## src/sbrl_pkg.sv

```systemverilog
`timescale 1ns / 1ps

package sbrl_pkg;

    localparam int SHARD_W = 10;
    localparam int NOW_W = 63;
    localparam int SECS_W = 16;
    localparam int OP_W = 3;
    localparam int WAIT_W = 47;
    localparam int LAST_W = 64;
    localparam int CNT_W = 16;
    localparam int MS_W = 16;
    localparam int PROBE_W = 32;
    localparam int CFG_W = 32;
    localparam int CFG_IDX_W = 2;

    localparam int MUL_A_W = 17;
    localparam int MUL_B_W = 30;
    localparam int ALU_W = 65;
    localparam int RES_W = 66;

    localparam int SHARD_COUNT_DEF = 1024;

    localparam logic [MUL_B_W-1:0] NS_PER_MS = 30'd1000000;
    localparam logic [MUL_B_W-1:0] NS_PER_S = 30'd1000000000;
    localparam logic [WAIT_W-1:0] WAIT_MAX = {WAIT_W{1'b1}};
    localparam logic [CNT_W-1:0] CNT_MAX = {CNT_W{1'b1}};

    localparam logic [MS_W-1:0] BASE_RESET = 16'd1000;
    localparam logic [MS_W-1:0] STEP_RESET = 16'd500;
    localparam logic [MS_W-1:0] MAX_RESET = 16'd30000;
    localparam logic [PROBE_W-1:0] PROBE_RESET = 32'd50000000;

    typedef enum logic [CFG_IDX_W-1:0] {
        CFG_BASE = 2'd0,
        CFG_STEP = 2'd1,
        CFG_MAX = 2'd2,
        CFG_PROBE = 2'd3
    } cfg_idx_t;

    typedef enum logic [OP_W-1:0] {
        OP_WAIT = 3'd0,
        OP_FAILURE = 3'd1,
        OP_SUCCESS = 3'd2,
        OP_THROTTLE = 3'd3,
        OP_PROBE = 3'd4,
        OP_RECORD = 3'd5
    } op_t;

    typedef enum logic [1:0] {
        ALU_MUL,
        ALU_ADD,
        ALU_SUB
    } alu_op_t;

    typedef enum logic [3:0] {
        S_CLEAR,
        S_IDLE,
        S_REDUCE,
        S_QMUL,
        S_QSUB,
        S_READ,
        S_MUL,
        S_CLAMP,
        S_SCALE,
        S_ADD,
        S_SUB,
        S_FIN
    } state_t;

    typedef struct packed {
        logic [OP_W-1:0] operation;
        logic [SHARD_W-1:0] shard;
        logic [NOW_W-1:0] now_ns;
        logic [SECS_W-1:0] throttle_seconds;
    } cmd_t;

    typedef struct packed {
        logic [WAIT_W-1:0] wait_ns;
        logic allowed;
    } result_t;

    typedef struct packed {
        alu_op_t op;
        logic [ALU_W-1:0] a;
        logic [ALU_W-1:0] b;
    } alu_ctl_t;

    typedef struct packed {
        logic rd_en;
        logic last_we;
        logic cnt_we;
    } mem_ctl_t;

endpackage

```

## src/sbrl_alu.sv

```systemverilog
`timescale 1ns / 1ps

module sbrl_alu (
    input  sbrl_pkg::alu_ctl_t              ctl,
    output logic [sbrl_pkg::RES_W-1:0]      res
);

    localparam int RW = sbrl_pkg::RES_W;
    localparam int PW = sbrl_pkg::MUL_A_W + sbrl_pkg::MUL_B_W;

    logic [PW-1:0] prod;

    assign prod = PW'(ctl.a[sbrl_pkg::MUL_A_W-1:0]) * PW'(ctl.b[sbrl_pkg::MUL_B_W-1:0]);

    always_comb
    begin
        case (ctl.op)
            sbrl_pkg::ALU_MUL: res = RW'(prod);
            sbrl_pkg::ALU_ADD: res = RW'(ctl.a) + RW'(ctl.b);
            sbrl_pkg::ALU_SUB: res = RW'(ctl.a) - RW'(ctl.b);
            default:           res = '0;
        endcase
    end

endmodule

```

## config.mk

```make
export PLATFORM = sky130hd
export DESIGN_NAME = sbrl_alu
export DESIGN_NICKNAME = d
export VERILOG_FILES = /design/src/sbrl_pkg.sv /design/src/sbrl_alu.sv
export SDC_FILE = /design/constraint.sdc
export NUM_CORES = 2
export LEC_CHECK = 0
export BUFFER_PORTS_ARGS = -buffer_cell sky130_fd_sc_hd__buf_2
export CORE_MARGIN = 2
export CORE_UTILIZATION = 27
export DETAILED_ROUTE_END_ITERATION = 12
export GPL_TIMING_DRIVEN = 0
export PLACE_DENSITY_LB_ADDON = 0.3
export REMOVE_ABC_BUFFERS = 1
export SLEW_MARGIN = 20
export SYNTH_ARGS = -nofsm -noshare
export SYNTH_HDL_FRONTEND = slang
export SYNTH_SLANG_ARGS = --single-unit
```

## constraint.sdc

```tcl
create_clock -name vclk -period 14.5
set_input_delay 2.9 -clock vclk [all_inputs]
set_output_delay 2.9 -clock vclk [all_outputs]
set_load 0.01 [all_outputs]
```

==> metrics.txt <==
outcome finished, final reports clean; Avg WL per Cell approximately 18 um; worst hold stages 6; Initial DRT Pass Iterations 5; Seq. cell area 0 um2; full die area around 0.085 mm2; WP data required between 10 and 15 ns; ANT nets after route 0; met2 GRT Util 28.5%; Die Wd ~290 um; sequential area share after synthesis 0%; # resized after CTS 0; startpoint types input pin; main combinational cell family by area after synthesis adder cells; initial detailed-routing violation count 1217; Tcrit/Tclk final approximately nine tenths; HP Class in2out; seq_cells 0; # IOs around 200; largest net degree at the start of global routing 40; placer congestion estimate ~0.89; drt total wl roughly 72000 um; Final Hold Viols 0; clk_buf instances 0; Fin Setup TNS 0 ns; Hold EP res[65]; Slew headroom a little under two fifths; initial antenna violation count 2; IO Port Bufs around 200; pre-CTS setup slack between 1.5 and 2 ns; Vias/cell between 4 and 5; max_cap viols 0; Compound-Gate Fraction of Synth Area 13.5%; max frequency around 77 MHz; met3 Use GR under 10%; RSZ-0062 raised after global routing no; Starting Density ~27%; fin. max-slew vios 0; placement row count approximately 110; total number of vias a little under 20k; syn avg cell area ~7.7 um2; worst setup margin between 1.5 and 2 ns; Area Overhead vs Synth 7.77%; GRT Util Overall 17.2%; Post-Synth Simple-Gate Area roughly 20%; Tmin final approximately 13 ns; Die Y 292 um; gr busiest metal met2; CP endpoint kind primary output; GR Layer Usage met1 24.7%; Cell Area, Synth 0.0224 mm2; critical path peak fanout 31; Post-Synth Adder-Cell Area between 40% and 50%; Synth Area in XOR/XNOR under 10%; gr ovfl total 0; hold bufs inserted after CTS 0; worst hold start ctl[64]; Core ar. a little over 0.08 mm2; CP Class in2out; multiplexer share of the synthesized area less than 1%; DP HPWL 58000 um; number of post-CTS setup repair buffers 0; proportion of layout cells with a drive suffix above 1 under 10%; final net count 3669; Final setup viols 0; DR DRC count 0; Synth cell types 79; Gate Count Post-Synth just under 3k; Critical Path AT 10.04 ns; synth warn 0; Slew @ Worst Pin around 0.93 ns; first-pass GRT wire length approximately 120000 um; vias in the first global route 20.5k
## placed cells by master, fill, tap and decap left out, drive strengths merged, types with 7 or more instances in the layout
cell,synthesis,final
or4,7,7
a31oi,19,19
a21oi,166,166
fa,420,420
nand2b,15,15
a22oi,23,23
inv,573,573
nor2b,9,9
ha,191,191
nand2,407,407
a21o,61,61
buf,20,200
and3,17,17
and2,201,201
nor2,129,129
or3,9,9
nand4,23,23
nor3,40,40
nor4,15,15
o21a,17,17
o22ai,22,22
xor2,44,44
xnor2,111,111
nand3,20,20
o211ai,11,11
o21bai,16,16
a211oi,13,13
o21ai,72,72
## per-stage QoR
stage          instance area, um2  cells  hold WS (ns)  utilization [%]
2_1_floorplan               21700   2724          6.07                -
3_3_place_gp                24100   3992          6.42             29.3
3_5_place_dp                24100   3994          6.45             29.4
4_1_cts                     24100   3994          6.45             29.4
5_1_grt                     24100   3995          6.48             29.4
6_report                    24100   3996          6.43             29.4
## per-layer routing
metal	routed length [um]	up-vias
met3	3590	57
li1	-	9074
met4	1200	0
met1	34000	9825
met5	0	-
met2	33000	465
## kinds of logic (layout without fill, tap and decap cells)
group / count (synthesis) / in the layout
and+or+nand+nor: 910 / 910
buffers and inverters: 741 / 773
adders and majority gates: 611 / 611
AOI/OAI and AO/OA: 472 / 472
xor gates and xnor gates: 155 / 155
muxes: 3 / 3
other: 0 / 2
## cell type report
type	instances	area, um2
Inverter	573	2150
Antenna cell	2	5.00
Fill cell	8953	58000
Tap cell	1070	1340
Timing Repair Buffer	200	1040
Multi-Input combinational cell	2151	19600
## worst max-delay path, stage by stage
cell	delay (ns)
buf_2	0.60
nand2_1	0.17
fa_1	0.60
fa_1	0.45
fa_1	0.49
fa_1	0.50
inv_1	0.06
fa_1	0.55
inv_1	0.06
fa_1	0.54
inv_1	0.04
ha_1	0.36
nand3_1	0.13
or2_2	0.31
a211oi_1	0.36
nor2_1	0.16
o311a_1	0.45
nor2_1	0.28
a31oi_1	0.21
o21ai_0	0.27
xnor2_1	0.18
o22ai_1	0.14
buf_2	0.20
## synthesized netlist by cell type, drive strengths merged, types with 17 or more instances
| cell | count | area share, % |
|---|---|---|
| inv | 573 | 9.6 |
| nand4 | 23 | 0.64 |
| nor2 | 129 | 2.2 |
| and3 | 17 | 0.50 |
| ha | 191 | 11 |
| xnor2 | 111 | 4.3 |
| nor3 | 40 | 0.89 |
| o22ai | 22 | 0.61 |
| o21ai | 72 | 1.6 |
| nand2 | 407 | 6.9 |
| o21a | 17 | 0.57 |
| xor2 | 44 | 1.7 |
| nand3 | 20 | 0.45 |
| and2 | 201 | 5.6 |
| fa | 420 | 38 |
| a22oi | 23 | 0.77 |
| buf | 20 | 0.48 |
| a31oi | 19 | 0.63 |
| clkbuf | 148 | 2.5 |
| a21o | 61 | 2.0 |
| a21oi | 166 | 3.8 |
## worst max-delay path by stage
| stage | to | slack [ns] | from |
|---|---|---|---|
| finish | res[45] | 1.56 | ctl[69] |
| global route | res[45] | 1.15 | ctl[75] |
| CTS | res[45] | 1.54 | ctl[69] |
| detailed placement | res[45] | 1.58 | ctl[69] |
| global placement | res[45] | 1.53 | ctl[69] |
| floorplan | res[45] | 3.06 | ctl[72] |
