### config.mk
export PLATFORM = sky130hd
export DESIGN_NAME = sbrl_seq
export DESIGN_NICKNAME = d
export VERILOG_FILES = /design/src/sbrl_pkg.sv /design/src/sbrl_seq.sv
export SDC_FILE = /design/constraint.sdc
export NUM_CORES = 1
export LEC_CHECK = 0
export BUFFER_PORTS_ARGS = -buffer_cell sky130_fd_sc_hd__buf_4
export CAP_MARGIN = 20
export CORE_AREA = 8 8 225 227
export DETAILED_ROUTE_END_ITERATION = 8
export DIE_AREA = 0 0 233 235
export GPL_TIMING_DRIVEN = 1
export SLEW_MARGIN = 20
export SYNTH_ARGS = -nofsm -noshare
export SYNTH_HDL_FRONTEND = slang
export SYNTH_SLANG_ARGS = --single-unit
export TNS_END_PERCENT = 50
### constraint.sdc
create_clock -name clk -period 3.75 [get_ports clk]
set_input_delay 0.1875 -clock clk [delete_from_list [all_inputs] [get_ports clk]]
set_output_delay 0.1875 -clock clk [all_outputs]
set_load 0.03 [all_outputs]
### src/sbrl_pkg.sv
`timescale 1ns / 1ps

package sbrl_pkg;

    localparam int SHARD_W = 10;
    localparam int NOW_W = 63;
    localparam int SECS_W = 16;
    localparam int OP_W = 3;
    localparam int WAIT_W = 47;
    localparam int LAST_W = 64;
    localparam int CNT_W = 16;
    localparam int MS_W = 16;
    localparam int PROBE_W = 32;
    localparam int CFG_W = 32;
    localparam int CFG_IDX_W = 2;

    localparam int MUL_A_W = 17;
    localparam int MUL_B_W = 30;
    localparam int ALU_W = 65;
    localparam int RES_W = 66;

    localparam int SHARD_COUNT_DEF = 1024;

    localparam logic [MUL_B_W-1:0] NS_PER_MS = 30'd1000000;
    localparam logic [MUL_B_W-1:0] NS_PER_S = 30'd1000000000;
    localparam logic [WAIT_W-1:0] WAIT_MAX = {WAIT_W{1'b1}};
    localparam logic [CNT_W-1:0] CNT_MAX = {CNT_W{1'b1}};

    localparam logic [MS_W-1:0] BASE_RESET = 16'd1000;
    localparam logic [MS_W-1:0] STEP_RESET = 16'd500;
    localparam logic [MS_W-1:0] MAX_RESET = 16'd30000;
    localparam logic [PROBE_W-1:0] PROBE_RESET = 32'd50000000;

    typedef enum logic [CFG_IDX_W-1:0] {
        CFG_BASE = 2'd0,
        CFG_STEP = 2'd1,
        CFG_MAX = 2'd2,
        CFG_PROBE = 2'd3
    } cfg_idx_t;

    typedef enum logic [OP_W-1:0] {
        OP_WAIT = 3'd0,
        OP_FAILURE = 3'd1,
        OP_SUCCESS = 3'd2,
        OP_THROTTLE = 3'd3,
        OP_PROBE = 3'd4,
        OP_RECORD = 3'd5
    } op_t;

    typedef enum logic [1:0] {
        ALU_MUL,
        ALU_ADD,
        ALU_SUB
    } alu_op_t;

    typedef enum logic [3:0] {
        S_CLEAR,
        S_IDLE,
        S_REDUCE,
        S_QMUL,
        S_QSUB,
        S_READ,
        S_MUL,
        S_CLAMP,
        S_SCALE,
        S_ADD,
        S_SUB,
        S_FIN
    } state_t;

    typedef struct packed {
        logic [OP_W-1:0] operation;
        logic [SHARD_W-1:0] shard;
        logic [NOW_W-1:0] now_ns;
        logic [SECS_W-1:0] throttle_seconds;
    } cmd_t;

    typedef struct packed {
        logic [WAIT_W-1:0] wait_ns;
        logic allowed;
    } result_t;

    typedef struct packed {
        alu_op_t op;
        logic [ALU_W-1:0] a;
        logic [ALU_W-1:0] b;
    } alu_ctl_t;

    typedef struct packed {
        logic rd_en;
        logic last_we;
        logic cnt_we;
    } mem_ctl_t;

endpackage

### src/sbrl_seq.sv
`timescale 1ns / 1ps

module sbrl_seq #(
    parameter int SHARD_COUNT = sbrl_pkg::SHARD_COUNT_DEF,
    parameter int IDX_W = 10
) (
    input  logic                             clk,
    input  logic                             rst_n,
    input  logic                             start,
    input  sbrl_pkg::cmd_t                   cmd,
    output logic                             busy,
    output logic                             done,
    output sbrl_pkg::result_t                result,
    input  logic [sbrl_pkg::MS_W-1:0]        base_ms,
    input  logic [sbrl_pkg::MS_W-1:0]        step_ms,
    input  logic [sbrl_pkg::MS_W-1:0]        max_ms,
    input  logic [sbrl_pkg::PROBE_W-1:0]     probe_ns,
    output sbrl_pkg::alu_ctl_t               alu_ctl,
    input  logic [sbrl_pkg::RES_W-1:0]       alu_res,
    output sbrl_pkg::mem_ctl_t               mem_ctl,
    output logic [IDX_W-1:0]                 mem_addr,
    output logic [sbrl_pkg::LAST_W-1:0]      last_wdata,
    input  logic [sbrl_pkg::LAST_W-1:0]      last_rdata,
    output logic [sbrl_pkg::CNT_W-1:0]       cnt_wdata,
    input  logic [sbrl_pkg::CNT_W-1:0]       cnt_rdata
);

    localparam int SW = sbrl_pkg::SHARD_W;
    localparam int AW = sbrl_pkg::ALU_W;
    localparam int RW = sbrl_pkg::RES_W;
    localparam int LW = sbrl_pkg::LAST_W;
    localparam int WW = sbrl_pkg::WAIT_W;
    localparam bit NEED_RED = SHARD_COUNT < (1 << SW);
    localparam int RED_SH = 2 * SW;
    localparam logic [AW-1:0] RECIP = AW'(((1 << RED_SH) + SHARD_COUNT - 1) / SHARD_COUNT);
    localparam int XW = (IDX_W > SW) ? IDX_W : SW;
    localparam logic [IDX_W-1:0] LAST_IDX = IDX_W'(SHARD_COUNT - 1);

    sbrl_pkg::state_t state_reg, state_next;
    logic done_reg, done_next;
    logic [IDX_W-1:0] clr_reg, clr_next;
    logic [SW-1:0] red_reg, red_next;
    logic [sbrl_pkg::OP_W-1:0] op_reg, op_next;
    logic [sbrl_pkg::NOW_W-1:0] now_reg, now_next;
    logic [sbrl_pkg::SECS_W-1:0] secs_reg, secs_next;
    logic [RW-1:0] acc_reg, acc_next;
    logic [RW-1:0] diff_reg, diff_next;
    sbrl_pkg::result_t result_reg, result_next;

    logic [XW-1:0] idx_ext;
    logic [31:0] extra_lim;

    assign idx_ext = XW'(red_reg);
    assign extra_lim = (acc_reg[31:0] > 32'(max_ms)) ? 32'(max_ms) : acc_reg[31:0];

    always_ff @(posedge clk or negedge rst_n)
    begin
        if (!rst_n)
        begin
            state_reg <= sbrl_pkg::S_CLEAR;
            done_reg <= 1'b0;
            clr_reg <= '0;
        end
        else
        begin
            state_reg <= state_next;
            done_reg <= done_next;
            clr_reg <= clr_next;
        end
    end

    always_ff @(posedge clk)
    begin
        red_reg <= red_next;
        op_reg <= op_next;
        now_reg <= now_next;
        secs_reg <= secs_next;
        acc_reg <= acc_next;
        diff_reg <= diff_next;
        result_reg <= result_next;
    end

    always_comb
    begin
        state_next = state_reg;
        done_next = 1'b0;
        clr_next = clr_reg;
        red_next = red_reg;
        op_next = op_reg;
        now_next = now_reg;
        secs_next = secs_reg;
        acc_next = acc_reg;
        diff_next = diff_reg;
        result_next = result_reg;
        alu_ctl = '{op: sbrl_pkg::ALU_ADD, a: '0, b: '0};
        mem_ctl = '0;
        mem_addr = idx_ext[IDX_W-1:0];
        last_wdata = '0;
        cnt_wdata = '0;

        unique case (state_reg)
            sbrl_pkg::S_CLEAR:
            begin
                mem_addr = clr_reg;
                mem_ctl.last_we = 1'b1;
                mem_ctl.cnt_we = 1'b1;
                if (clr_reg == LAST_IDX)
                begin
                    state_next = sbrl_pkg::S_IDLE;
                end
                else
                begin
                    clr_next = clr_reg + 1'b1;
                end
            end
            sbrl_pkg::S_IDLE:
            begin
                if (start)
                begin
                    op_next = cmd.operation;
                    red_next = cmd.shard;
                    now_next = cmd.now_ns;
                    secs_next = cmd.throttle_seconds;
                    state_next = NEED_RED ? sbrl_pkg::S_REDUCE : sbrl_pkg::S_READ;
                end
            end
            sbrl_pkg::S_REDUCE:
            begin
                alu_ctl.op = sbrl_pkg::ALU_MUL;
                alu_ctl.a = AW'(red_reg);
                alu_ctl.b = RECIP;
                acc_next = alu_res;
                state_next = sbrl_pkg::S_QMUL;
            end
            sbrl_pkg::S_QMUL:
            begin
                alu_ctl.op = sbrl_pkg::ALU_MUL;
                alu_ctl.a = AW'(acc_reg[RED_SH+SW-1:RED_SH]);
                alu_ctl.b = AW'(SHARD_COUNT);
                acc_next = alu_res;
                state_next = sbrl_pkg::S_QSUB;
            end
            sbrl_pkg::S_QSUB:
            begin
                alu_ctl.op = sbrl_pkg::ALU_SUB;
                alu_ctl.a = AW'(red_reg);
                alu_ctl.b = acc_reg[AW-1:0];
                red_next = alu_res[SW-1:0];
                state_next = sbrl_pkg::S_READ;
            end
            sbrl_pkg::S_READ:
            begin
                mem_ctl.rd_en = 1'b1;
                case (op_reg)
                    sbrl_pkg::OP_WAIT,
                    sbrl_pkg::OP_THROTTLE: state_next = sbrl_pkg::S_MUL;
                    sbrl_pkg::OP_PROBE:    state_next = sbrl_pkg::S_ADD;
                    default:               state_next = sbrl_pkg::S_FIN;
                endcase
            end
            sbrl_pkg::S_MUL:
            begin
                alu_ctl.op = sbrl_pkg::ALU_MUL;
                if (op_reg == sbrl_pkg::OP_WAIT)
                begin
                    alu_ctl.a = AW'(cnt_rdata);
                    alu_ctl.b = AW'(step_ms);
                    state_next = sbrl_pkg::S_CLAMP;
                end
                else
                begin
                    alu_ctl.a = AW'(secs_reg);
                    alu_ctl.b = AW'(sbrl_pkg::NS_PER_S);
                    state_next = sbrl_pkg::S_ADD;
                end
                acc_next = alu_res;
            end
            sbrl_pkg::S_CLAMP:
            begin
                alu_ctl.op = sbrl_pkg::ALU_ADD;
                alu_ctl.a = AW'(extra_lim);
                alu_ctl.b = AW'(base_ms);
                acc_next = alu_res;
                state_next = sbrl_pkg::S_SCALE;
            end
            sbrl_pkg::S_SCALE:
            begin
                alu_ctl.op = sbrl_pkg::ALU_MUL;
                alu_ctl.a = acc_reg[AW-1:0];
                alu_ctl.b = AW'(sbrl_pkg::NS_PER_MS);
                acc_next = alu_res;
                state_next = sbrl_pkg::S_ADD;
            end
            sbrl_pkg::S_ADD:
            begin
                alu_ctl.op = sbrl_pkg::ALU_ADD;
                case (op_reg)
                    sbrl_pkg::OP_THROTTLE:
                    begin
                        alu_ctl.a = AW'(now_reg);
                        alu_ctl.b = acc_reg[AW-1:0];
                        state_next = sbrl_pkg::S_FIN;
                    end
                    sbrl_pkg::OP_PROBE:
                    begin
                        alu_ctl.a = AW'(last_rdata);
                        alu_ctl.b = AW'(probe_ns);
                        state_next = sbrl_pkg::S_SUB;
                    end
                    default:
                    begin
                        alu_ctl.a = AW'(last_rdata);
                        alu_ctl.b = acc_reg[AW-1:0];
                        state_next = sbrl_pkg::S_SUB;
                    end
                endcase
                acc_next = alu_res;
            end
            sbrl_pkg::S_SUB:
            begin
                alu_ctl.op = sbrl_pkg::ALU_SUB;
                alu_ctl.a = acc_reg[AW-1:0];
                alu_ctl.b = AW'(now_reg);
                diff_next = alu_res;
                state_next = sbrl_pkg::S_FIN;
            end
            sbrl_pkg::S_FIN:
            begin
                done_next = 1'b1;
                state_next = sbrl_pkg::S_IDLE;
                result_next = '0;
                case (op_reg)
                    sbrl_pkg::OP_WAIT:
                    begin
                        mem_ctl.last_we = 1'b1;
                        if (diff_reg[RW-1] || diff_reg == '0)
                        begin
                            last_wdata = LW'(now_reg);
                        end
                        else
                        begin
                            last_wdata = acc_reg[LW] ? {LW{1'b1}} : acc_reg[LW-1:0];
                            result_next.wait_ns = (|diff_reg[RW-2:WW]) ?
                                sbrl_pkg::WAIT_MAX : diff_reg[WW-1:0];
                        end
                    end
                    sbrl_pkg::OP_FAILURE:
                    begin
                        mem_ctl.cnt_we = 1'b1;
                        cnt_wdata = (cnt_rdata == sbrl_pkg::CNT_MAX) ?
                            cnt_rdata : cnt_rdata + 1'b1;
                    end
                    sbrl_pkg::OP_SUCCESS:
                    begin
                        mem_ctl.cnt_we = 1'b1;
                    end
                    sbrl_pkg::OP_THROTTLE:
                    begin
                        mem_ctl.last_we = 1'b1;
                        last_wdata = acc_reg[LW-1:0];
                    end
                    sbrl_pkg::OP_PROBE:
                    begin
                        result_next.allowed = diff_reg[RW-1];
                    end
                    sbrl_pkg::OP_RECORD:
                    begin
                        mem_ctl.last_we = 1'b1;
                        last_wdata = LW'(now_reg);
                    end
                    default:
                    begin
                    end
                endcase
            end
            default:
            begin
                state_next = sbrl_pkg::S_IDLE;
            end
        endcase
    end

    assign busy = (state_reg != sbrl_pkg::S_IDLE);
    assign done = done_reg;
    assign result = result_reg;

endmodule

==> metrics.cfg <==
[status]
status=complete, no violations

[final_layout]
final_layout_size_suffix_gt1_share_pct=35.9
final_common_cell=buf_4
layout.nets=2596
largest_reg_flops=66
final_cell_mix=buf_4, edfxtp_1, nand2_1, dlygate4sd3_1, mux2i_1
nFillCells=4134
syn_to_final_growth_pct=49.8
fin_area_um2=25200
final_util_pct=53.5
multi_input_area_um2=7800
regArea_um2=8510
fin_cells=2905

[floorplan]
io_pins=596
core_um2=47100
die_height_um=235
die_w_um=233
rows=80
start_util_pct=35.7
dieArea_um2=54800

[sta]
finalHoldViolCount=0
period_share_pct=99.0
slew_viol_final=0
setup_ws_ns=0.0370
setup_tns_ns=0
setup_viol=0
fin_skew_ns=0.0206
holdWs_ns=0.0455
rsz0062_at_grt=no
timing.final.crit_period_ns=3.71
fmax_ghz=0.269
slew-limit-headroom_pct=28.3
worstMarginPinSlew_ns=1.07

[drt]
ant_nets=0
drtIter0Drc=1668
routed_wl_um=87600
vias=17200
drc=0
via_per_inst=5.91
routedWlPerCell_um=30.2
dr.pass1.iters=6

[place]
place.gp.congestion=0.937
dp_hpwl_um=64500
placedCellCount=2658
io_buffers=595
place_area_um2=22100
place_worst_setup_slack_ns=0.544

[synth]
synth_area_um2=16900
syn_avg_cell_area_um2=11.0
ys_seq_area_share_pct=50.5
ys_ff_latch=286
synth_edf_count=271
syn_inst=1532
yosysWarnings=0
yosysUniqueCellTypes=60
synth_ff_type=edfxtp_1
syn-num-nets=1871
async_reset_ff_share_pct=5.24

[pwr]
peakVddDrop_v=0.000422
power_mw=15.6
p_leak_nw=10.0
power.density_nw_per_um2=620

[job]
max_cap_violations=0

[cts]
clk_pin_slew_ns=0.06
clock-sinks=286
cts_max_level=2
cts_tree=done
cts_buffers=37
ctsLongestPathBuffers=3
clk_latency_ns=0.56
cts_root_buffer=clkbuf_16

[critical_path]
cp.required_ns=3.56
reg2reg_slack_ns=0.82
end_kind=primary output
cp.arrival_ns=3.53
path_class=flop to primary output
setup.worst_path.start_class=flop
crit_fanout=16

[grt]
antenna_found_initial=3
grt_pass1_wl_um=123000
grt_usage_pct=30.4
grt_max_degree=79
first_global_vias=17600
gr-total-overflow=0

[hold_path]
hold_class=input pin to async pin

-- Yosys cell counts (16+ instances only) --
master | instances | area, µm²
a21oi_1 | 61 | 305
mux2i_1 | 73 | 731
nor3_1 | 55 | 275
o21a_1 | 65 | 488
nand2_1 | 170 | 638
a211oi_1 | 61 | 458
nand3_1 | 43 | 215
o311ai_0 | 16 | 140
a221oi_1 | 19 | 166
o311a_1 | 47 | 470
nor2_1 | 37 | 139
edfxtp_1 | 271 | 8140
o21ai_0 | 59 | 295
ha_1 | 18 | 225
mux2_2 | 19 | 214
inv_1 | 28 | 105
clkbuf_1 | 105 | 394
a22o_1 | 38 | 333
nand2b_1 | 70 | 438
a222oi_1 | 25 | 250
a221oi_2 | 43 | 646
o211ai_1 | 17 | 128
nor4_1 | 19 | 119
-- where the power goes --
part	internal, mW	switching, mW
sequential	4.30	0.798
clock	2.31	1.52
combinational	2.45	4.27
-- per-layer routing --
metal  track usage, %  share of wire [%]  vias up
li1                 -                  -     7505
met1             36.8                 39     8570
met2             51.6                 49      945
met3             7.25                8.7      156
met4             11.5                3.7        2
met5                0              0.015        -
-- kinds of logic after synthesis --
logic type                 share of synthesized area (%)
buffers and inverters                               4.26
adders and majority gates                           1.34
DFF                                                 50.5
muxes                                               6.14
xor gates and xnor gates                            1.09
and+or+nand+nor                                     12.8
AOI/OAI and AO/OA                                   23.8
-- area by class of cell --
class / instances / area share, %
timing repair buffer: 827 / 26.7
tap: 615 / 3.05
antenna: 4 / 0.0397
multi-input combinational: 1077 / 30.9
inverter: 28 / 0.416
clock inverter: 21 / 1.23
clock buffer: 47 / 3.90
sequential: 286 / 33.7
-- final timing paths --
path	start	endpoint	cells past startpoint
setup / recovery	acc_reg[12]	alu_ctl[70]	9
hold reg to reg	clr_reg[7]	clr_reg[7]	1
setup reg to reg	diff_reg[1]	result[10]	7
max in group asynchronous	rst_n	state_reg[3]	2
min in group clk	cmd[27]	now_reg[11]	2
hold / removal	rst_n	clr_reg[9]	2
-- timing repair --
item | in CTS | in global routing
buffers inserted | 3 | 11
endpoints found under the hold margin | 239 | 0
hold buffers | 160 | 0
gates resized for setup | 2 | 11
setup endpoints to repair | 9 | 42
gates cloned | 0 | 1
pin swaps | 2 | 2
-- worst max-delay path: stages (launching register included) --
cell and delay, ns:
edfxtp_1 0.56, ha_1 0.36, nand4_1 0.19, nor3_2 0.31, a21boi_0 0.28, or4_1 0.16, buf_4 0.28, mux2_2 0.37
o211ai_1 0.20, buf_4 0.24
Power figures use the tool's default switching activity.
